--- src/rtl/bqe_pkg.sv ---
// Shared types, widths and corner table for the billboard quad expander.
`timescale 1ns / 1ps

package bqe_pkg;

    // Configuration words
    localparam int NUM_WORDS      = 8;
    localparam int CFG_W          = 63;
    localparam int CFG_IDX_W      = 4;
    localparam int WORD_IDX_W     = 3;
    localparam int COEF_W         = 21;
    localparam int SLOTS_PER_WORD = 3;
    localparam int NUM_SLOTS      = 22;
    localparam int MAT_SLOTS      = 16;
    localparam int RIGHT_SLOT     = 16;
    localparam int UP_SLOT        = 19;

    // Datapath widths
    localparam int POS_W      = 32;
    localparam int COLOR_W    = 16;
    localparam int FRAC_SHIFT = 12;
    localparam int W_SHIFT    = 4;
    localparam int PROD_W     = COEF_W + POS_W;
    localparam int TERM_W     = 40;
    localparam int WORLD_W    = 41;
    localparam int MPROD_W    = COEF_W + WORLD_W;
    localparam int MTERM_W    = MPROD_W - FRAC_SHIFT;
    localparam int SUM_W      = MTERM_W + 2;

    localparam logic signed [SUM_W-1:0] SAT_HI = SUM_W'(2147483647);
    localparam logic signed [SUM_W-1:0] SAT_LO = -SAT_HI - SUM_W'(1);

    // Queue between front and back
    localparam int QDEPTH  = 4;
    localparam int QPTR_W  = 2;
    localparam int QCNT_W  = 3;

    // Corner sequencing
    localparam int CORNERS  = 6;
    localparam int CORNER_W = 3;
    localparam logic [CORNER_W-1:0] LAST_CORNER = CORNER_W'(CORNERS - 1);

    typedef logic [COEF_W-1:0]  coef_t;
    typedef logic [POS_W-1:0]   pos_t;
    typedef logic [TERM_W-1:0]  term_t;

    typedef struct packed {
        coef_t [MAT_SLOTS-1:0] mat;
        coef_t [2:0]           right;
        coef_t [2:0]           up;
    } coef_set_t;

    typedef struct packed {
        logic [COLOR_W-1:0] red;
        logic [COLOR_W-1:0] green;
        logic [COLOR_W-1:0] blue;
        logic [COLOR_W-1:0] opacity;
        logic               additive;
    } color_t;

    typedef struct packed {
        pos_t  [2:0] pos;
        term_t [2:0] right_pos;
        term_t [2:0] right_neg;
        term_t [2:0] up_pos;
        term_t [2:0] up_neg;
        color_t      color;
    } quad_t;

    // Corner signs {v, u}: bit set means +1
    function automatic logic [1:0] corner_code(input logic [CORNER_W-1:0] k);
        logic [1:0] code;
        unique case (k)
            3'd0:    code = 2'b00;
            3'd1:    code = 2'b01;
            3'd2:    code = 2'b11;
            3'd3:    code = 2'b00;
            3'd4:    code = 2'b11;
            3'd5:    code = 2'b10;
            default: code = 2'b00;
        endcase
        return code;
    endfunction

endpackage

--- src/rtl/bqe_queue.sv ---
// Short queue of prepared quads between the front end and the vertex back end.
`timescale 1ns / 1ps

module bqe_queue (
    input  logic                clk,
    input  logic                rst_n,
    input  logic                push,
    input  bqe_pkg::quad_t      wr_data,
    output logic                full,
    input  logic                pop,
    output logic                not_empty,
    output bqe_pkg::quad_t      rd_data
);

    bqe_pkg::quad_t                 mem [bqe_pkg::QDEPTH];
    logic [bqe_pkg::QPTR_W-1:0]     wr_ptr_reg;
    logic [bqe_pkg::QPTR_W-1:0]     rd_ptr_reg;
    logic [bqe_pkg::QCNT_W-1:0]     count_reg;
    logic [bqe_pkg::QCNT_W-1:0]     count_next;

    assign full      = (count_reg == bqe_pkg::QCNT_W'(bqe_pkg::QDEPTH));
    assign not_empty = (count_reg != '0);
    assign rd_data   = mem[rd_ptr_reg];

    always_comb
    begin
        count_next = count_reg;
        if (push && !pop)
        begin
            count_next = count_reg + 1'b1;
        end
        else if (pop && !push)
        begin
            count_next = count_reg - 1'b1;
        end
    end

    always_ff @(posedge clk or negedge rst_n)
    begin
        if (!rst_n)
        begin
            wr_ptr_reg <= '0;
            rd_ptr_reg <= '0;
            count_reg  <= '0;
        end
        else
        begin
            if (push)
            begin
                wr_ptr_reg <= wr_ptr_reg + 1'b1;
            end
            if (pop)
            begin
                rd_ptr_reg <= rd_ptr_reg + 1'b1;
            end
            count_reg <= count_next;
        end
    end

    always_ff @(posedge clk)
    begin
        if (push)
        begin
            mem[wr_ptr_reg] <= wr_data;
        end
    end

endmodule

--- config.mk ---
export PLATFORM = sky130hd
export DESIGN_NAME = bqe_queue
export DESIGN_NICKNAME = d
export VERILOG_FILES = /design/src/rtl/bqe_pkg.sv /design/src/rtl/bqe_queue.sv
export SDC_FILE = /design/constraint.sdc
export NUM_CORES = 2
export LEC_CHECK = 0
export BUFFER_PORTS_ARGS = -buffer_cell sky130_fd_sc_hd__buf_2
export CORE_AREA = 3 3 499 501
export DETAILED_ROUTE_END_ITERATION = 10
export DIE_AREA = 0 0 502 504
export SLEW_MARGIN = 20
export SYNTH_ARGS = -nofsm -noshare
export SYNTH_HDL_FRONTEND = slang
export SYNTH_SLANG_ARGS = --single-unit
export TNS_END_PERCENT = 20
--- constraint.sdc ---
create_clock -name clk -period 41.4 [get_ports clk]
set_input_delay 6.21 -clock clk [delete_from_list [all_inputs] [get_ports clk]]
set_output_delay 6.21 -clock clk [all_outputs]
set_load 0.01 [all_outputs]
==> run metrics <==
outcome=finished clean; Post-CTS Hold Buffers=0; Largest register FFs=2564; Final Skew=106.1 ps; Comb pwr share=0.288; FILL cells=20290; Power Dens Cells=74.89 nW/um2; TritonCTS buffer count=between 200 and 300; Post-CTS Setup Repair Bufs=0; cells after synthesis=3382; Sinks on Clock Net=2571; Root Buffer=clkbuf_16; sequential fraction of the synthesis area=0.8317; GRT met1 Usage=0.2142; antenna viol nets, final=0; CTS tree=done; Setup CP Type=flip-flop to output pin; Vias per Instance=5.181; DR vias=43330; Int Pwr=5.864 mW; port bufs=~1300; H-tree depth=5; drt drc=0; Leak=37.62 nW; share of layout cells above drive strength 1=0.4677; Critical Path AT=6880 ps; final hold viol count=0; Sw Pwr=2.535 mW; standard-cell rows=182; fin crit period=13090 ps; vias in the first global route=44890; Storage cell area=77180 um2; global route overflow=0; Setup Total Neg Slack=0 ps; first-pass GRT wire length=335800 um; Final period util=0.3162; fmax=76.40 MHz; Sw Share=0.3018; initial antenna violation count=188; Least-Margin Pin Slew=1325 ps; most frequent cells in the layout=edfxtp_1, buf_2, mux4_2, clkbuf_16, clkinv_1; Synth Register Bits=roughly 2600; Die Area=between 200000 and 300000 um2; Worst Hold Class=flip-flop to flip-flop; RSZ-0062 raised after global routing=no; RePlAce Congestion=0.8088; Die Height=504 um; Max-Cap Viols=0; Final setup viols=0; CTS max path bufs=4; P&R area growth vs syn=20.89%; cts repair resizes=0; area of the multi-input gates=between 10000 and 15000 um2; relative slew slack=0.1170; io pins=approximately 1300; met3 usage=0.08209; CP max FO=144; crit path capture type=output pin; peak supply drop=0.05333 mV; commonest non-fill, non-tap cell in the layout=edfxtp_1; met2 GRT Util=0.2984; largest net degree at the start of global routing=146; Initial Utilization=0.3783; clk slew on worst S/H paths=about 70 ps; placed cell area=102900 um2; Finished Cell Area=112200 um2; total of warnings raised by yosys=0; Avg Cell Area, Syn=27.43 um2; TritonRoute pass-1 iters=5; post-synth cell types=20; GR peak layer=met2; nets@finish=5517; CORE AREA=around 250000 um2; DR WL/cell=about 28 um; Post-Syn Nets=approximately 4000; GRT Util Overall=0.1838; WL final=about 240000 um; part of the power in registers=0.418; CP Data Required Time=35190 ps; mapped cell area=92780 um2; Slew Viols, Final=0; Worst-Skew Late Latency=940 ps; Die W=502 um; First DRT Iteration DRCs=3808; CP startpoint kind=flip-flop; Detail Placement HPWL=156100 um; Clk pwr share=0.293
[cell families (layout without fill, tap and decap cells)]
kind of cell	after synthesis	in the layout	synth area share
buffers and inverters	147	1828	0.01053
AO/OA/AOI/OAI	1	1	0.00005389
flip-flops	2571	2571	0.8317
AND/OR/NAND/NOR	9	9	0.0005394
multiplexers	642	642	0.1557
other	0	81	0
XOR/XNOR	6	6	0.0005664
adder cells (fa/ha/maj)	6	6	0.0008900
[Yosys cell counts, drive strengths merged]
cell type / count / area (um2)
dfrtp: 7 / 175.2
inv: 4 / 15.01
xor2: 4 / 35.03
edfxtp: 2564 / 76990
or3: 1 / 6.260
clkbuf: 14 / 52.55
and2: 4 / 25.02
nor3b: 1 / 7.510
o21ai: 1 / 5.000
nand2: 2 / 7.510
buf: 129 / 909.6
fa: 1 / 20.02
nor2: 1 / 3.750
mux4: 641 / 14440
xnor2: 2 / 17.52
ha: 5 / 62.56
mux2: 1 / 11.26
[power by group through the flow]
stage | Sequential [mW] | Clock, mW | Combinational [mW]
2_1_floorplan | 3.89 | 0 | 1.47
4_1_cts | 3.52 | 2.52 | 2.49
6_report | 3.51 | 2.46 | 2.42
3_5_place_dp | 3.57 | 0 | 2.48
5_1_grt | 3.55 | 2.62 | 2.58
3_3_place_gp | 3.55 | 0 | 2.49
[worst max-delay path: stages, from the launching register on]
cell     delay, ps
dfrtp_4        910
buf_12         490
buf_4          930
buf_4          790
buf_4          810
buf_4          770
mux4_2         430
buf_2          160
[per-stage QoR]
stage	instances	setup WS [ps]	hold slack [ps]	util	power, mW
2_1_floorplan	3382	19730	449.1	-	5.357
3_3_place_gp	7796	29100	468.0	0.4194	6.040
3_5_place_dp	7797	29190	465.6	0.4195	6.057
4_1_cts	8283	28160	476.8	0.4565	8.536
5_1_grt	8308	27990	493.4	0.4568	8.757
6_report	8364	28310	471.2	0.4574	8.400
[worst paths after layout]
check                      slack, ps     startpoint  cells past startpoint            end
setup reg to reg               36310  wr_ptr_reg[0]                      6    mem[3][479]
max in group asynchronous      35860          rst_n                      1  rd_ptr_reg[0]
hold reg to reg                  470   count_reg[2]                      1   count_reg[2]
setup / recovery               28310  rd_ptr_reg[1]                      7    rd_data[49]
min in group asynchronous       5230          rst_n                      1  rd_ptr_reg[1]
hold / removal                   470   count_reg[2]                      1   count_reg[2]
[metal layers]
metal / up-vias / share of wire
li1: 17930 / -
met1: 22700 / 0.36
met2: 1930 / 0.49
met3: 646 / 0.11
met4: 126 / 0.039
met5: - / 0.0034
[area by class of cell]
class | count | area share
Sequential cell | 2571 | 0.6880
Multi-Input combinational cell | 664 | 0.1306
Clock buffer | 333 | 0.06595
Timing Repair Buffer | 1338 | 0.06250
Tap cell | 3220 | 0.03592
Clock inverter | 153 | 0.01506
Antenna cell | 81 | 0.001807
Inverter | 4 | 0.0001339
Note: power is estimated with default switching activity, not from simulation.
